[config.mk]
export PLATFORM = sky130hd
export DESIGN_NAME = imt_cmp
export DESIGN_NICKNAME = d
export VERILOG_FILES = /design/src/imt_pkg.sv /design/src/imt_cmp.sv
export SDC_FILE = /design/constraint.sdc
export NUM_CORES = 1
export LEC_CHECK = 0
export BUFFER_PORTS_ARGS = -buffer_cell sky130_fd_sc_hd__buf_2
export CELL_PAD_IN_SITES_DETAIL_PLACEMENT = 0
export CELL_PAD_IN_SITES_GLOBAL_PLACEMENT = 2
export CORE_UTILIZATION = 27
export DETAILED_ROUTE_END_ITERATION = 8
export PLACE_DENSITY = 0.91
export SKIP_LAST_GASP = 1
export SYNTH_ARGS = -nofsm -noshare
export SYNTH_HDL_FRONTEND = slang
export SYNTH_SLANG_ARGS = --single-unit
[constraint.sdc]
create_clock -name vclk -period 3.9
set_clock_uncertainty 0.15 [all_clocks]
set_input_delay 0.39 -clock vclk [all_inputs]
set_output_delay 0.39 -clock vclk [all_outputs]
set_load 0.03 [all_outputs]
[src/imt_pkg.sv]
// Shared types and constants of the interval mask table.
`default_nettype none
package imt_pkg;

   localparam int CAPACITY_DEFAULT = 256;
   localparam int VAL_W            = 32;
   localparam int MASK_W           = 16;
   localparam int ENTRY_W          = 2 * VAL_W + MASK_W;

   localparam logic signed [VAL_W-1:0] INT_MAX = 32'sh7FFF_FFFF;

   typedef enum logic [1:0] {
      MODE_CLEAR = 2'd0,
      MODE_ADD   = 2'd1,
      MODE_BUILD = 2'd2,
      MODE_QUERY = 2'd3
   } mode_type;

   typedef struct packed {
      mode_type                  mode;
      logic signed [VAL_W-1:0]   range_low;
      logic signed [VAL_W-1:0]   range_high;
      logic [MASK_W-1:0]         range_mask;
      logic signed [VAL_W-1:0]   obs_id;
      logic [7:0]                hint_index;
   } req_type;

   typedef struct packed {
      logic                status;
      logic [MASK_W-1:0]   found_mask;
      logic                hit;
      logic [7:0]          found_index;
      logic [8:0]          segment_count;
   } rsp_type;

   typedef struct packed {
      logic signed [VAL_W-1:0]   lo;
      logic signed [VAL_W-1:0]   hi;
      logic [MASK_W-1:0]         mask;
   } entry_type;

   typedef struct packed {
      logic lt;
      logic eq;
   } cmp_res_type;

   typedef enum logic [4:0] {
      S_IDLE,
      S_SORT_I,
      S_SORT_KEY,
      S_SORT_CMP,
      S_SORT_PUT,
      S_N_TOP,
      S_N_HEAD,
      S_N_SCAN,
      S_N_MIN,
      S_N_BRK,
      S_N_CUTCHK,
      S_N_CUT_TOP,
      S_N_CUT_CHK,
      S_N_CUT_EMP,
      S_N_CUT_CPY,
      S_N_EMIT,
      S_Q_TOP,
      S_Q_LO,
      S_Q_HI
   } state_type;

endpackage
`default_nettype wire

[src/imt_cmp.sv]
// Shared signed comparator: one 33-bit subtract gives less-than and equal.
`default_nettype none
module imt_cmp (
   input  wire logic signed [imt_pkg::VAL_W-1:0] a,
   input  wire logic signed [imt_pkg::VAL_W-1:0] b,
   output imt_pkg::cmp_res_type                  res
);
   import imt_pkg::*;

   logic signed [VAL_W:0] diff;

   assign diff   = {a[VAL_W-1], a} - {b[VAL_W-1], b};
   assign res.lt = diff[VAL_W];
   assign res.eq = (diff == '0);

endmodule
`default_nettype wire
==> results.toml <==
[yosys]
synthesis.nets = 418
ys_warn_count = 0
ys_seq_area_share_pct = 0
synth_top_area_share_pct = 18.1
yosysMostFrequentCell = "inv_1"
synth_area_leaders = "ha_1 (18%), inv_1 (7.0%), a21o_1 (5.8%), a21oi_1 (5.4%), o21ai_0 (4.1%)"
syn_inst = 321
yosysTopAreaCell = "ha_1"
netlist-cell-type-count = 63
netlist_top_cells_count = "inv_1 (41), ha_1 (32), a21oi_1 (24)"
netlist_area_um2 = 2210
syn_avg_cell_area_um2 = 6.88

[global_routing]
grt_pass1_wl_um = 11300
grt_pass1_vias = 2590
grt_max_degree = 10
antenna_found_initial = 0
grtUsageTotal_pct = 15.5
gr-total-overflow = 0

[critical_path]
crit_slowest_cell = "or4b_4"
crit_path_max_incr_delay_ns = 0.55
critPathLaunchType = "input port"
cp_max_fo = 3
cp.arrival_ns = 3.56
crit_type = "input port to primary output"
path_common_cell = "a2111oi_4"
critical_path_required_ns = 3.36
crit_family = "compound AO/OA/AOI/OAI gates"
crit_buf_inv = 3
cp_cell_sequence = "buf_8 -> inv_8 -> ha_4 -> fa_2 -> nand2b_4 -> a2111oi_4 -> o31a_1 -> o21a_1 -> a41oi_2 -> a2111oi_4 -> nand4_1 -> or4b_4 -> a2111oi_4 -> buf_4"
cp-end-kind = "primary output"

[power]
power-per-cell-area_nw_per_um2 = 156
p_leak_nw = 1.70
ir_drop_mv = 0.0547

[floorplanning]
ioPinCount = 66
start_util_pct = 28.3
dieArea_um2 = 8540
coreArea_um2 = 7810
rows = 32
die_h_um = 92.4
die_w_um = 92.4

[clock_network]
ctsHoldBuffers = 0

[layout]
fillers = 860
finalInstanceArea_um2 = 3240
layout.nets = 539
nClkBuffers = 0
area_growth_pct = 46.6
drive_gt1_share_pct = 35.7
seqCellArea_um2 = 0
seq_cell_count = 0
diodes = 0

[timing]
finalSetupViolations = 1
period_needed_ns = 4.10
hold_violations = 0
tightest_slew_ns = 0.405
whs_ns = 1.22
slew_violations = 0
clock.fmax_ghz = 0.244
relSlewSlack_pct = 72.9
rsz0062_at_grt = "true"
period_share_pct = 105
setup_ws_ns = -0.205

[status]
violations = "negative setup slack"
outcome = "finished, violations left"

[detailed_routing]
drtAntennaViolNets = 0
drcViolationCount = 0
drtIter0Drc = 76
route.vias.total = 2725
wl_per_cell_um = 12.4
first_pass_iters = 4
routed_via_density = 5.03
routed_wl_um = 6740

[placement]
dpl_cell_area_um2 = 3180
hpwl_um = 5950
io_buffer_count = 66
gp_congestion = 0.915

[min_path]
min_path_type = "input port to primary output"
holdPathStages = 4
hold-path-endpoint = "res[1]"
worstHoldStart = "a[31]"

[run]
drv_cap = 0
-- report_power, final --
group	leakage, nW	switching (mW)	total [mW]	internal, mW
sequential	0	0	0	0
clock	0	0	0	0
combinational	1.70	0.254	0.504	0.250
-- per-stage QoR --
| stage | setup slack [ns] | power (mW) | TNS (ns) | std cells | utilization [%] |
|---|---|---|---|---|---|
| floorplan | -0.0888 | 0.306 | -0.0888 | 321 | - |
| global placement | -0.366 | 0.489 | -0.366 | 541 | 40.7 |
| detailed placement | -0.462 | 0.492 | -0.462 | 541 | 40.7 |
| CTS | -0.201 | 0.499 | -0.201 | 542 | 41.1 |
| global route | -0.343 | 0.560 | -0.343 | 542 | 41.4 |
| finish | -0.205 | 0.504 | -0.205 | 542 | 41.4 |
-- repair_timing --
action | CTS | global route
setup endpoints to repair | 1 | 1
resized for setup | 6 | 4
pin swaps | 14 | 6
setup buffers | 1 | 0
-- how the worst max path moves through the flow --
stage / slack (ns) / depth (start not counted) / startpoint / endpoint
final: -0.20 / 14 / a[0] / res[0]
after CTS: -0.20 / 14 / a[0] / res[0]
after floorplan: -0.09 / 12 / a[0] / res[0]
after global routing: -0.34 / 14 / a[0] / res[0]
after global placement: -0.37 / 14 / a[0] / res[0]
after detailed placement: -0.46 / 14 / a[0] / res[0]
-- cells by family (layout without fill, tap and decap cells) --
| logic type | Yosys count | after routing | share of synthesized area, % |
|---|---|---|---|
| buf+inv | 56 | 175 | 10.2 |
| compound gates | 120 | 120 | 39.6 |
| mux | 4 | 4 | 1.87 |
| xor+xnor | 14 | 14 | 5.56 |
| simple gates | 94 | 94 | 23.8 |
| fa+ha+maj | 33 | 33 | 19.0 |
-- per-layer routing --
metal | vias up | wire length [um] | share of wire [%] | track usage, %
li1 | 1433 | - | - | -
met1 | 1214 | 3280 | 49 | 21.8
met2 | 72 | 3100 | 46 | 26.7
met3 | 6 | 307 | 4.6 | 0.657
met4 | 0 | 53 | 0.79 | 1.43
met5 | - | 0 | 0 | 0
-- layout make-up --
type               count  area (um2)  area share, %
inverters             41         161           4.99
repair buffers       134         860           26.6
well taps            102         128           3.94
multi-input cells    265        2090           64.5
-- placed cells by master, fill, tap and decap left out, types with 2 or more instances in the layout --
master	count
xor2_1	7
nand3_1	11
a2111oi_2	2
nand3b_1	3
nor4_1	2
o21bai_1	3
o2111ai_1	2
buf_2	63
a211o_1	2
buf_4	69
a21o_1	17
a2111oi_4	3
a31oi_1	6
ha_1	31
nor3b_1	3
nand4_1	4
and3_1	6
nand2_1	17
mux2i_1	3
nor2b_1	6
a221o_1	2
inv_1	40
o21a_1	5
nand2b_1	5
and2_1	2
or3_1	4
xnor2_1	7
a211oi_1	4
and3b_1	2
a21oi_2	2
nor2_1	11
nor3_1	7
o21ai_0	18
and4_1	3
o21ai_1	6
a221oi_1	3
o211ai_1	3
a21oi_1	23
Power figures use the tool's default switching activity.
