<file path="src/imt_ram.sv">
// Generic simple dual-port RAM with registered read.
`default_nettype none
module imt_ram #(
   parameter int WIDTH = 8,
   parameter int DEPTH = 16
) (
   input  wire logic                       clock,
   input  wire logic                       wr_en,
   input  wire logic [$clog2(DEPTH)-1:0]   wr_addr,
   input  wire logic [WIDTH-1:0]           wr_data,
   input  wire logic                       rd_en,
   input  wire logic [$clog2(DEPTH)-1:0]   rd_addr,
   output logic [WIDTH-1:0]                rd_data
);

   logic [WIDTH-1:0] mem_ff [DEPTH];

   always_ff @(posedge clock) begin
      if (wr_en) begin
         mem_ff[wr_addr] <= wr_data;
      end
      if (rd_en) begin
         rd_data <= mem_ff[rd_addr];
      end
   end

endmodule
`default_nettype wire

</file>
<file path="config.mk">
export PLATFORM = sky130hd
export DESIGN_NAME = imt_ram
export DESIGN_NICKNAME = d
export VERILOG_FILES = /design/src/imt_ram.sv
export SDC_FILE = /design/constraint.sdc
export NUM_CORES = 1
export LEC_CHECK = 0
export BUFFER_PORTS_ARGS = -buffer_cell sky130_fd_sc_hd__clkbuf_2
export CORE_MARGIN = 2
export CORE_UTILIZATION = 60
export CTS_BUF_LIST = sky130_fd_sc_hd__clkbuf_4
export DETAILED_ROUTE_END_ITERATION = 10
export GPL_TIMING_DRIVEN = 1
export PLACE_DENSITY = 0.87
export SYNTH_ARGS = -nofsm -noshare
export SYNTH_HDL_FRONTEND = slang
export SYNTH_SLANG_ARGS = --single-unit
</file>
<file path="constraint.sdc">
create_clock -name clock -period 5.2 [get_ports clock]
set_input_delay 0.52 -clock clock [delete_from_list [all_inputs] [get_ports clock]]
set_output_delay 0.52 -clock clock [all_outputs]
set_load 0.005 [all_outputs]
</file>
==> out/results.txt, run 1 <==
The flow ran to the end, and the final reports show no timing, DRC or antenna violations. The final setup skew was 8.93 ps. The startpoint identified for the worst hold timing path is wr_data[1]. The die is 97.3 um tall. The worst slew margin relative to its limit was 37.7%.

In this run, distinct cell masters in the synthesized netlist total 18. Clock tree synthesis found a total of 136 sinks. The number of vias per cell was 6.32.

Multiplexer cells account for 14.8% of the synthesized area. The area of the die is 9480 sq um. The synthesized netlist devotes 0% of its cell area to XOR and XNOR gates. For the detailed-placement wirelength estimate, the log shows 6020 um. The min-delay analysis places its worst path in the category input pin to flop.

The run gives 20.8% as the global-route usage over all layers. Number of standard cells in the layout, taps in and fillers out: 389. The complex-gate fraction of the synthesized area was 2.30%; the final routed wirelength across all metal layers was 9310 um. The critical path contains buffers and inverters numbering 2 combined. Number of max-slew violations in the final report: 0. The logs give 4 for the maximum level of the CTS H-tree and 520 ps for the clock insertion delay at the later pin of the skew report. The worst path uses 34.7% of the clock period.

The worst setup path is captured at a flop. For this run, the post-layout net count is 287. Leaving out fill and tap cells, the most frequent cells in the layout are 136 x sky130_fd_sc_hd__edfxtp_1, 26 x sky130_fd_sc_hd__clkbuf_2, 18 x sky130_fd_sc_hd__mux4_2, 18 x sky130_fd_sc_hd__clkbuf_4, 16 x sky130_fd_sc_hd__a22oi_1.

For the final hold violation count, the log shows 0. The die is 97.3 um wide. The number of top-level pins is 27.

Post-CTS setup buffer count: 0. Across the whole layout, storage elements account for 4080 sq um. For the initial detailed-routing violation count, the log shows 269.

By area, the combinational part of the netlist is dominated by multiplexers. The average detailed-routed wire length per instance was 23.9 um; the count of cells along the worst register-to-register path was 3. The cell area that synthesis handed to floorplanning was 5230 sq um. The worst register-to-register path ends at rd_data[5]$_DFFE_PP_. The mean instance size in the synthesized netlist is 22.8 sq um. Subtracting the final worst setup slack from the clock period gives 1810 ps. The signal on the critical path passes through clkbuf_2, buf_4, mux4_1, a22oi_1, nand2_1. For this run, the share of the core covered by cells in the final layout is 66.4%. Cell with the biggest individual delay on the critical path: sky130_fd_sc_hd__mux4_1. The library cell used most frequently in the layout, excluding fill and tap cells, is sky130_fd_sc_hd__edfxtp_1. In this run the deepest clock path goes through 2 buffers. The post-synthesis share of cell area spent on full adders, half adders and majority gates works out to 0%.

For the final routed database, the setup TNS stands at 0 ps. The tools report the pin count of the biggest net entering global routing as 33. The cell chosen for the clock root was sky130_fd_sc_hd__clkbuf_4. Setup repair after global routing left no endpoint under its margin. TritonCTS built the clock tree.

The top cell family by delay on the critical path was multiplexers. The Yosys step of the flow raised 0 warnings. The number of global-route vias before repair was 2438; the gate count after technology mapping was 229. The tools report the final-layout fill cell count as 521. The basic-gate share of the synthesized area counting and, or, nand and nor cells works out to 3.14%. Once placement completed, the tool counted placed cells totaling 357.

The first detailed-routing pass ran for 5 iterations. The static leakage is 1.87 nW. The tools report the floorplan row count as 34. Prior to clock tree synthesis, the placed netlist has a worst setup slack of 2830 ps. The tools report the initial antenna violation count as 0. Routability-driven placement finished with a final weighted congestion of 0.809. Once routing completed, OpenROAD measured the worst setup slack at 3390 ps. IR analysis of the VDD net gives a maximum drop of 182 uV. The worst setup path is of the input pin to flop kind. The run gives 5480 ps as the required time of the critical path. Global routing finished with a remaining overflow of 0.

In the routed design, unresolved DRC markers number 0. After clock tree synthesis, the clock-pin slew on the worst setup and hold paths is 120 ps. The run gives 1060 sq um as the multi-input combinational cell area. For the number of gates resized after CTS, the log shows 0. The largest single stage delay on the critical path is 640 ps. In this run the remaining antenna-violating nets after routing total 0. The worst setup path is launched from an input pin. Of the cells placed in the final design, the portion with a size suffix greater than 1 is 29.2%.

0 antenna diodes ended up in the layout. Hold repair after CTS inserted 0 buffers. The vias after detailed routing was 2460. Once the floorplan was initialized, standard cells occupied 60.8% of the core.

Across all register-to-register paths, the minimum setup slack is 3660 ps. TritonCTS created 17 clock buffers. Compared with the post-synthesis result, the final layout area differs by 9.10%. The flip-flop and latch count after synthesis is 136.

The endpoint of the worst hold-timing path is mem_ff[8][1]$_DFFE_PP_. The number of nets handed over by synthesis was 248. At the pin with the least slew margin, the transition time is 931 ps. For this run, the top clock speed supported by timing is 0.554 GHz. The tools report the global-route wire length before repair as 14100 um. The startpoint identified for the worst register-to-register timing path is mem_ff[0][5]$_DFFE_PP_. The portion of the post-synthesis area used by sequential elements is 78.1%, and the max-cap check violation count is 0. The worst hold path stage count was 1; the worst path arrival time was 2080 ps. The core region is 8590 sq um. The count of port buffers added during placement is 26, and the highest net fanout along the worst path is 32.

The final-report setup violation count was 0; the areal power density over the cells was 345 nW/um^2.
-- sequential cells by signal, indices dropped and copies added, names as in the netlist --
register / count
mem_ff: 128
rd_data: 8
-- kinds of logic (layout without fill, tap and decap cells) --
family,Yosys count,count (layout)
DFF,136,136
buffers and inverters,10,62
and+or+nand+nor,35,35
muxes,32,32
AOI/OAI and AO/OA,16,16
-- metal layers --
layer | global-route usage, % | vias to the layer above | routed length, um
li1 | - | 1059 | -
met1 | 29.4 | 1242 | 3670
met2 | 32.2 | 137 | 4680
met3 | 5.68 | 22 | 804
met4 | 7.69 | 0 | 151
met5 | 0 | - | 0
-- synth_stat cells --
library cell / n / area [sq um]
sky130_fd_sc_hd__edfxtp_1: 136 / 4080
sky130_fd_sc_hd__nand3_1: 1 / 5.00
sky130_fd_sc_hd__buf_2: 3 / 15.0
sky130_fd_sc_hd__and2b_1: 1 / 7.51
sky130_fd_sc_hd__nand2b_1: 2 / 12.5
sky130_fd_sc_hd__clkdlybuf4s25_2: 3 / 30.0
sky130_fd_sc_hd__and2_1: 1 / 6.26
sky130_fd_sc_hd__nand3b_1: 2 / 15.0
sky130_fd_sc_hd__buf_4: 1 / 7.51
sky130_fd_sc_hd__nand2_1: 9 / 33.8
sky130_fd_sc_hd__buf_6: 3 / 33.8
sky130_fd_sc_hd__nor2b_1: 1 / 6.26
sky130_fd_sc_hd__nor2_1: 13 / 48.8
sky130_fd_sc_hd__or3b_2: 1 / 8.76
sky130_fd_sc_hd__mux4_2: 18 / 405
sky130_fd_sc_hd__mux4_1: 14 / 368
sky130_fd_sc_hd__nor3_1: 4 / 20.0
sky130_fd_sc_hd__a22oi_1: 16 / 120
-- per-stage QoR --
stage / area, sq um / total power [mW] / hold WS (ps)
5_1_grt: 5700 / 2.03 / 397
3_5_place_dp: 5440 / 1.37 / 731
2_1_floorplan: 5230 / 1.33 / 619
3_3_place_gp: 5440 / 1.36 / 725
6_report: 5700 / 1.97 / 413
4_1_cts: 5700 / 1.98 / 394
-- power by group --
part	switching (mW)	internal, mW	leakage, nW
sequential	0.00708	1.23	1.24
clock	0.378	0.244	0.131
combinational	0.0609	0.0432	0.500
total	0.446	1.52	1.87
-- final cells by class --
cell class              count  area share, %
repair buffers             30           2.81
flip-flops and latches    136           71.6
clock inverters            14           2.22
clock buffers              18           2.37
well taps                 108           2.37
multi-input cells          83           18.6
-- worst max path at each step --
stage	startpoint	endpoint	depth (start not counted)
after floorplan	wr_addr[2]	mem_ff[0][0]$_DFFE_PP_	2
after global placement	rd_addr[0]	rd_data[3]$_DFFE_PP_	5
after detailed placement	rd_addr[0]	rd_data[4]$_DFFE_PP_	5
after CTS	rd_addr[0]	rd_data[4]$_DFFE_PP_	5
after global routing	rd_addr[0]	rd_data[5]$_DFFE_PP_	5
final	rd_addr[0]	rd_data[0]$_DFFE_PP_	5
Note: power is estimated with default switching activity, not from simulation.
==> run 2: changes to the inputs <==
==> constraint.sdc (replaced) <==
create_clock -name clock -period 1.87 [get_ports clock]
set_input_delay 0.187 -clock clock [delete_from_list [all_inputs] [get_ports clock]]
set_output_delay 0.187 -clock clock [all_outputs]
set_load 0.005 [all_outputs]
==> run 2 against run 1 <==
Routed wire length fell by 1.0%. Combinational power grew to 3.0 times the previous value. Cell count increased by 4.9%. Critical path depth shrank 2. Global-route usage rose by 1.1 points. Die area is the same. Via count rose by 0.45%. Highest routed layer unchanged.
==> out/results.txt, run 2 (synthesis results as in run 1) <==
The flow ran to the end, and the final reports show no timing, DRC or antenna violations. The total power consumption of the routed design was 5.46 mW (+180%). The proportion of power drawn by flip-flops and latches is 63.2% (about the same), and the number of top-level pins is 27 (unchanged).

The first-pass iteration count of the detailed router was 4 (-1); the slack of the critical path was 371 ps (-3020 ps). Net switching fraction of the power: 22.6% (-0.093 points). The critical path in this run is classified as flop to flop. The internal power is 4.23 mW (+180%), and the worst setup timing slack at the placement stage is 144 ps (-2690 ps).

The logs give 9480 sq um (unchanged) for the area of the die and 0 ps (unchanged) for the sum of negative setup slack. The portion of total power attributed to combinational logic is 5.7% (+0.4 points), and the number of global-route vias before repair is 2572 (+5.5%). The final critical path takes up 80.2% of the cycle.

Counting flops per register, the top entry is mem_ff. The logs give 0 (unchanged) for the max-cap check violation count and 60.8% (unchanged) for the initial cell density of the core. STA classifies the critical path startpoint as a flop.

For the global-route wire length before repair, the log shows 14700 um (+4.9%). Setup repair after global routing left no endpoint under its margin. The initial antenna violation count was 0 (unchanged); the final-layout fill cell count was 549 (+5.4%). From synthesis to final layout, the design area changed by 12.1%. Fraction of final layout cells with drive strength greater than 1: 32.7% (+3.5 points).

The highest net fanout along the worst path was 1 (-97%). The tools report the vias after detailed routing as 2471 (+0.45%). The number of clock sinks seen by CTS came out at 136 (unchanged).

Leaving out fill and tap cells, the most frequent cell in the layout is sky130_fd_sc_hd__edfxtp_1. The number of buffers on the longest clock path came out at 2 (unchanged). The worst hold path belongs to the class input pin to flop. Leftover overflow at the end of global routing: 0 (unchanged). The die extent in x is 97.3 um (unchanged), and the count of port buffers added during placement is 26 (unchanged).

The top cell types in the final layout, fill and taps aside, are 136 x sky130_fd_sc_hd__edfxtp_1, 26 x sky130_fd_sc_hd__clkbuf_2, 21 x sky130_fd_sc_hd__buf_4, 18 x sky130_fd_sc_hd__mux4_2, 17 x sky130_fd_sc_hd__clkbuf_4. For the core occupancy in the finished layout, the log shows 68.2% (+1.8 points). The worst path arrival time was 1760 ps (-320 ps).

For the total inserted antenna cells, the log shows 0 (unchanged). The logs give 2130 ps (-3350 ps) for the required time of the critical path and 306 (+6.6%) for the net count reported at finish. For this run, the top clock speed supported by timing is 0.667 GHz. For the worst slew margin relative to its limit, the log shows 74.2% (+37 points). The final routed wirelength across all metal layers was 9210 um (-1.0%); the overall die height was 97.3 um (unchanged). The average detailed-routed wire length per instance is 22.6 um (-5.7%). STA classifies the critical path endpoint as a flop. The final antenna-violating net count came out at 0 (unchanged). Clock transition at the registers of the reported paths: 120 ps (about the same). In the final layout, the registers with the most flip-flops are mem_ff x128, rd_data x8. The number of vias per cell works out to 6.06 (-4.2%).

The total CTS buffers was 17 (unchanged). The tree is rooted in a sky130_fd_sc_hd__clkbuf_4. The run gives 5860 sq um (+2.7%) as the area of all placed cells without fillers. The transition time at the pin with the least slew margin is 387 ps (-544 ps). For the switching power, the log shows 1.23 mW (+180%). The number of max-slew violations in the final report was 0 (unchanged); the post-CTS setup buffer count was 0 (unchanged).

For the static leakage, the log shows 1.98 nW (+5.9%). The final weighted congestion in routability-driven placement came out at 0.797 (-1.5%). TritonCTS built the clock tree.

The logs give 20 (-39%) for the pin count of the biggest net entering global routing and 0 (unchanged) for the final routed DRC violation total. The tools report the final hold violation count as 0 (unchanged). For the clock insertion delay at the later pin of the skew report, the log shows 510 ps (about the same).

The logs give 0 (unchanged) for the number of gates resized after CTS and 0 (unchanged) for the number of buffers added to fix hold violations after cts. The number of flip-flops under the largest register name was 128 (unchanged); the final setup skew was 15.5 ps (+6.54 ps). The run gives 0 (unchanged) as the final-report setup violation count. The worst hold path stage count was 1 (unchanged). The share of total power in the clock network is 31.1% (-0.5 points), and the count of cells along the worst register-to-register path is 3 (unchanged).

Floorplan row count: 34 (unchanged). The detailed-placement wirelength estimate is 6190 um (+2.7%). The core region area is 8590 sq um (unchanged), and the maximum vdd ir drop is 524 uV (+190%). The clock period could shrink to 1500 ps.

Areal power density over the cells: 932 nW/um^2 (+170%). The global-route usage over all layers was 21.9% (+1.1 points); the maximum level of the CTS H-tree was 4 (unchanged). For the initial detailed-routing violation count, the log shows 231 (-14%).

The tools report the placed cell area as 5600 sq um (+3.0%).
## run 2: changes by cell type in the layout (fill, tap and decap cells not counted), sizes merged
cell,before,now
clkinvlp,5,3
clkbuf,44,43
buf,4,23
clkinv,5,8
## run 2: area by class of cell
cell class	count	area (sq um)	area share [%]
flip-flops and latches	136	4080	69.7
multi-input cells	83	1060	18.0
clock buffers	17	128	2.18
well taps	108	135	2.31
repair buffers	49	328	5.59
clock inverters	15	128	2.18
## run 2: layer usage
layer  GRT usage (%)  wire length (um)  vias up  part of all wire [%]
met5               0                 0        -                     0
met3            4.82               567        9                   6.2
met4            9.83               118        0                   1.3
met1            29.7              3730     1266                    40
li1                -                 -     1099                     -
met2            34.9              4800       97                    52
## run 2: path summary, 6_finish.rpt
| path | from | to | slack (ps) |
|---|---|---|---|
| max | mem_ff[3][6]$_DFFE_PP_ | rd_data[6]$_DFFE_PP_ | 370 |
| min reg2reg | mem_ff[7][3]$_DFFE_PP_ | rd_data[3]$_DFFE_PP_ | 770 |
| min | rd_en | rd_data[0]$_DFFE_PP_ | 60 |
| max reg2reg | mem_ff[3][6]$_DFFE_PP_ | rd_data[6]$_DFFE_PP_ | 370 |
## run 2: critical path: stages, from the launching register on
cell	delay, ps
sky130_fd_sc_hd__edfxtp_1	390
sky130_fd_sc_hd__mux4_2	490
sky130_fd_sc_hd__a22oi_1	230
sky130_fd_sc_hd__nand2_1	140
## run 2: per-stage QoR
stage,hold slack [ps],cells
2_1_floorplan,286,229
3_3_place_gp,584,376
3_5_place_dp,590,376
4_1_cts,22.5,408
5_1_grt,45.0,408
6_report,63.0,408
## run 2: power by group through the flow
| stage | combinational [mW] | sequential [mW] | clock, mW |
|---|---|---|---|
| floorplan | 0.173 | 3.51 | 0 |
| detailed placement | 0.314 | 3.52 | 0 |
| finish | 0.310 | 3.45 | 1.70 |
| global route | 0.339 | 3.46 | 1.85 |
| CTS | 0.315 | 3.45 | 1.73 |
| global placement | 0.303 | 3.51 | 0 |
==> run 3: changes to the inputs <==
==> constraint.sdc (replaced) <==
create_clock -name clock -period 1.4 [get_ports clock]
set_input_delay 0.14 -clock clock [delete_from_list [all_inputs] [get_ports clock]]
set_output_delay 0.14 -clock clock [all_outputs]
set_load 0.005 [all_outputs]
==> run 3 against run 2 <==
The run now ends with setup timing left. Maximum frequency increased by 3.8%. Total power rose by 40%. Flip-flop and latch count is the same. Non-clock buffer count is 3 higher. Register-to-register slack got worse by 420 ps. Sequential power increased by 34%. First-iteration DRC count up 56%. Via count up 4.4%. Largest power group unchanged.
==> out/results.txt, run 3 (synthesis results as in run 1) <==
The run finished, with violations left. The final reports fail on setup timing. The final antenna-violating net count was 0 (unchanged). The most frequent standard cell in the layout excluding fill and tap cells was sky130_fd_sc_hd__edfxtp_1.

The tools report the global-route usage over all layers as 23.8% (+1.9 points). For the share of total power in the clock network, the log shows 33.7% (+2.6 points). The tools report the clock insertion delay at the later pin of the skew report as 530 ps (+20 ps).

The vias after detailed routing is 2579 (+4.4%), and the die extent in x is 97.3 um (unchanged). The clock transition at the registers of the reported paths was 130 ps (about the same); the overall die height was 97.3 um (unchanged). The number of max-slew violations in the final report was 0 (unchanged); the internal power was 5.88 mW (+39%). The highest attainable clock frequency is 0.692 GHz (+3.8%), and the cell total after placement is 379 (+0.80%).

The startpoint-to-endpoint class of the critical path is flop to flop. Ranked by flip-flop count, first place goes to mem_ff. The count of port buffers added during placement was 26 (unchanged); the total power consumption of the routed design was 7.64 mW (+40%). The maximum level of the CTS H-tree was 4 (unchanged); the pin count of the biggest net entering global routing was 29 (+45%). The number of standard cells in the layout, taps in and fillers out was 411 (+0.74%); the final routed DRC violation total was 0 (unchanged).

The count of cells along the worst register-to-register path came out at 3 (unchanged). The first-pass iteration count of the detailed router is 5 (+1), and the number of global-route vias before repair is 2699 (+4.9%). The tools report the proportion of power drawn by flip-flops and latches as 60.3% (-2.9 points).

Setup repair after global routing could not meet its margin everywhere. The run gives 0 (unchanged) as the post-CTS setup buffer count. The areal power density over the cells is 1290 nW/um^2 (+38%). Floorplan row count: 34 (unchanged). The fraction of final layout cells with drive strength greater than 1 is 40.3% (+7.6 points), and the required time of the critical path is 1670 ps (-460 ps). Worst path arrival time: 1720 ps (-40 ps). The min-delay analysis places its worst path in the category input pin to flop.

TritonCTS built the clock tree. The number of flip-flops under the largest register name was 128 (unchanged); the net count reported at finish was 309 (+0.98%). The number of top-level pins was 27 (unchanged); the delay contributed by the slowest stage of the critical path was 490 ps (about the same). For the area of the die, the log shows 9480 sq um (unchanged). The final-report setup violation count is 6 (+6).

Number of buffers on the longest clock path: 2 (unchanged). The tree is rooted in a sky130_fd_sc_hd__clkbuf_4. The tools report the portion of total power attributed to combinational logic as 6.0% (+0.3 points). Cell with the biggest individual delay on the critical path: sky130_fd_sc_hd__mux4_2. The logs give 8590 sq um (unchanged) for the core region area and 15900 um (+8.1%) for the global-route wire length before repair. The initial detailed-routing violation count is 360 (+56%). The number of buffers added to fix hold violations after cts came out at 0 (unchanged).

The worst hold path stage count is 1 (unchanged), and the max-cap check violation count is 0 (unchanged). The part of the cycle the worst path needs was 103% (+23 points). The initial cell density of the core came out at 60.8% (unchanged). For the final weighted congestion in routability-driven placement, the log shows 0.865 (+8.6%).

The worst setup path is captured at a flop. The tools report the total CTS buffers as 17 (unchanged). Minimum clock period: 1440 ps (-54.8 ps).

The tools report the static leakage as 1.99 nW (+0.62%). In the layout the commonest cells are 136 x sky130_fd_sc_hd__edfxtp_1, 28 x sky130_fd_sc_hd__mux4_2, 26 x sky130_fd_sc_hd__clkbuf_2, 22 x sky130_fd_sc_hd__buf_4, 17 x sky130_fd_sc_hd__clkbuf_4. The slack of the critical path was -44.3 ps (-415 ps); the number of vias per cell was 6.27 (+3.6%). The switching power was 1.77 mW (+44%); the maximum vdd ir drop was 662 uV (+26%). The net switching fraction of the power works out to 23.1% (+0.58 points). The transition time at the pin with the least slew margin works out to 879 ps (+492 ps). The final routed wirelength across all metal layers was 10300 um (+11%); the average detailed-routed wire length per instance was 25.0 um (+11%). The initial antenna violation count was 0 (unchanged); the highest net fanout along the worst path was 1 (unchanged). The run gives 69.2% (+1.0 points) as the core occupancy in the finished layout. For the final hold violation count, the log shows 0 (unchanged). Walking the worst path, the cells encountered are mux4_2, a22oi_2, nand2_1. The area added between synthesis and finish was 13.8%; the detailed-placement wirelength estimate was 6750 um (+9.1%). The number of clock sinks seen by CTS was 136 (unchanged). STA classifies the critical path startpoint as a flop. The worst slew margin relative to its limit is 41.2% (-33 points), and the placed cell area is 5660 sq um (+0.94%).

For the total inserted antenna cells, the log shows 0 (unchanged). The largest registers in the layout are mem_ff x128, rd_data x8. The final setup skew is 18.4 ps (+2.89 ps).

The logs give 5950 sq um (+1.5%) for the area of all placed cells without fillers and 0 (unchanged) for the leftover overflow at the end of global routing. The worst setup timing slack at the placement stage was -352 ps (-496 ps).
==> run 3: cell types whose count changed in the layout (fill, tap and decap cells not counted), sizes merged <==
cell	previous run	this run
buf	23	26
inv	3	6
clkinv	8	6
clkinvlp	3	1
bufinv	1	2
==> run 3: area by class of cell <==
class                      instances  area, sq um
fill                             518         2650
tap                              108          135
clock inverter                    15          161
sequential                       136         4080
clock buffer                      17          128
multi-input combinational         83         1060
timing repair buffer              52          375
==> run 3: final timing paths <==
path	start	endpoint	slack (ps)
max	mem_ff[3][5]$_DFFE_PP_	rd_data[5]$_DFFE_PP_	-40
min	wr_data[4]	mem_ff[0][4]$_DFFE_PP_	30
max reg2reg	mem_ff[3][5]$_DFFE_PP_	rd_data[5]$_DFFE_PP_	-40
min reg2reg	mem_ff[14][0]$_DFFE_PP_	rd_data[0]$_DFFE_PP_	760
==> run 3: per-stage QoR <==
step / hold slack (ps) / TNS, ps
3_5_place_dp: 550 / -2340
5_1_grt: 1.56 / -425
2_1_floorplan: 239 / -236
4_1_cts: 17.6 / -176
3_3_place_gp: 547 / -1690
6_report: 27.1 / -114
==> run 3: critical path, delay by kind of cell, from the launching register on <==
kind | cells | cell delay (ps)
flops | 1 | 390
simple gates | 1 | 100
compound gates | 1 | 220
mux | 1 | 490
==> run 3: routing by layer <==
metal / vias to the layer above / track usage (%) / wire [um] / share of wire [%]
met4: 0 / 8.44 / 216 / 2.1
met5: - / 0 / 0 / 0
met1: 1301 / 32.0 / 3900 / 38
met3: 25 / 6.33 / 866 / 8.4
li1: 1096 / - / - / -
met2: 157 / 38.6 / 5280 / 51
==> run 3: power groups by stage <==
stage	registers [mW]	clock network [mW]	logic (mW)
finish	4.61	2.58	0.456
global placement	4.70	0	0.414
floorplan	4.69	0	0.235
detailed placement	4.70	0	0.438
CTS	4.61	2.61	0.461
global route	4.62	2.76	0.496
==> run 3: what timing repair did <==
action                                  CTS  global route
gates resized for setup                  17             1
endpoints found under the setup margin    8             8
hold endpoints to repair                  0             0
pin swaps                                 2             3
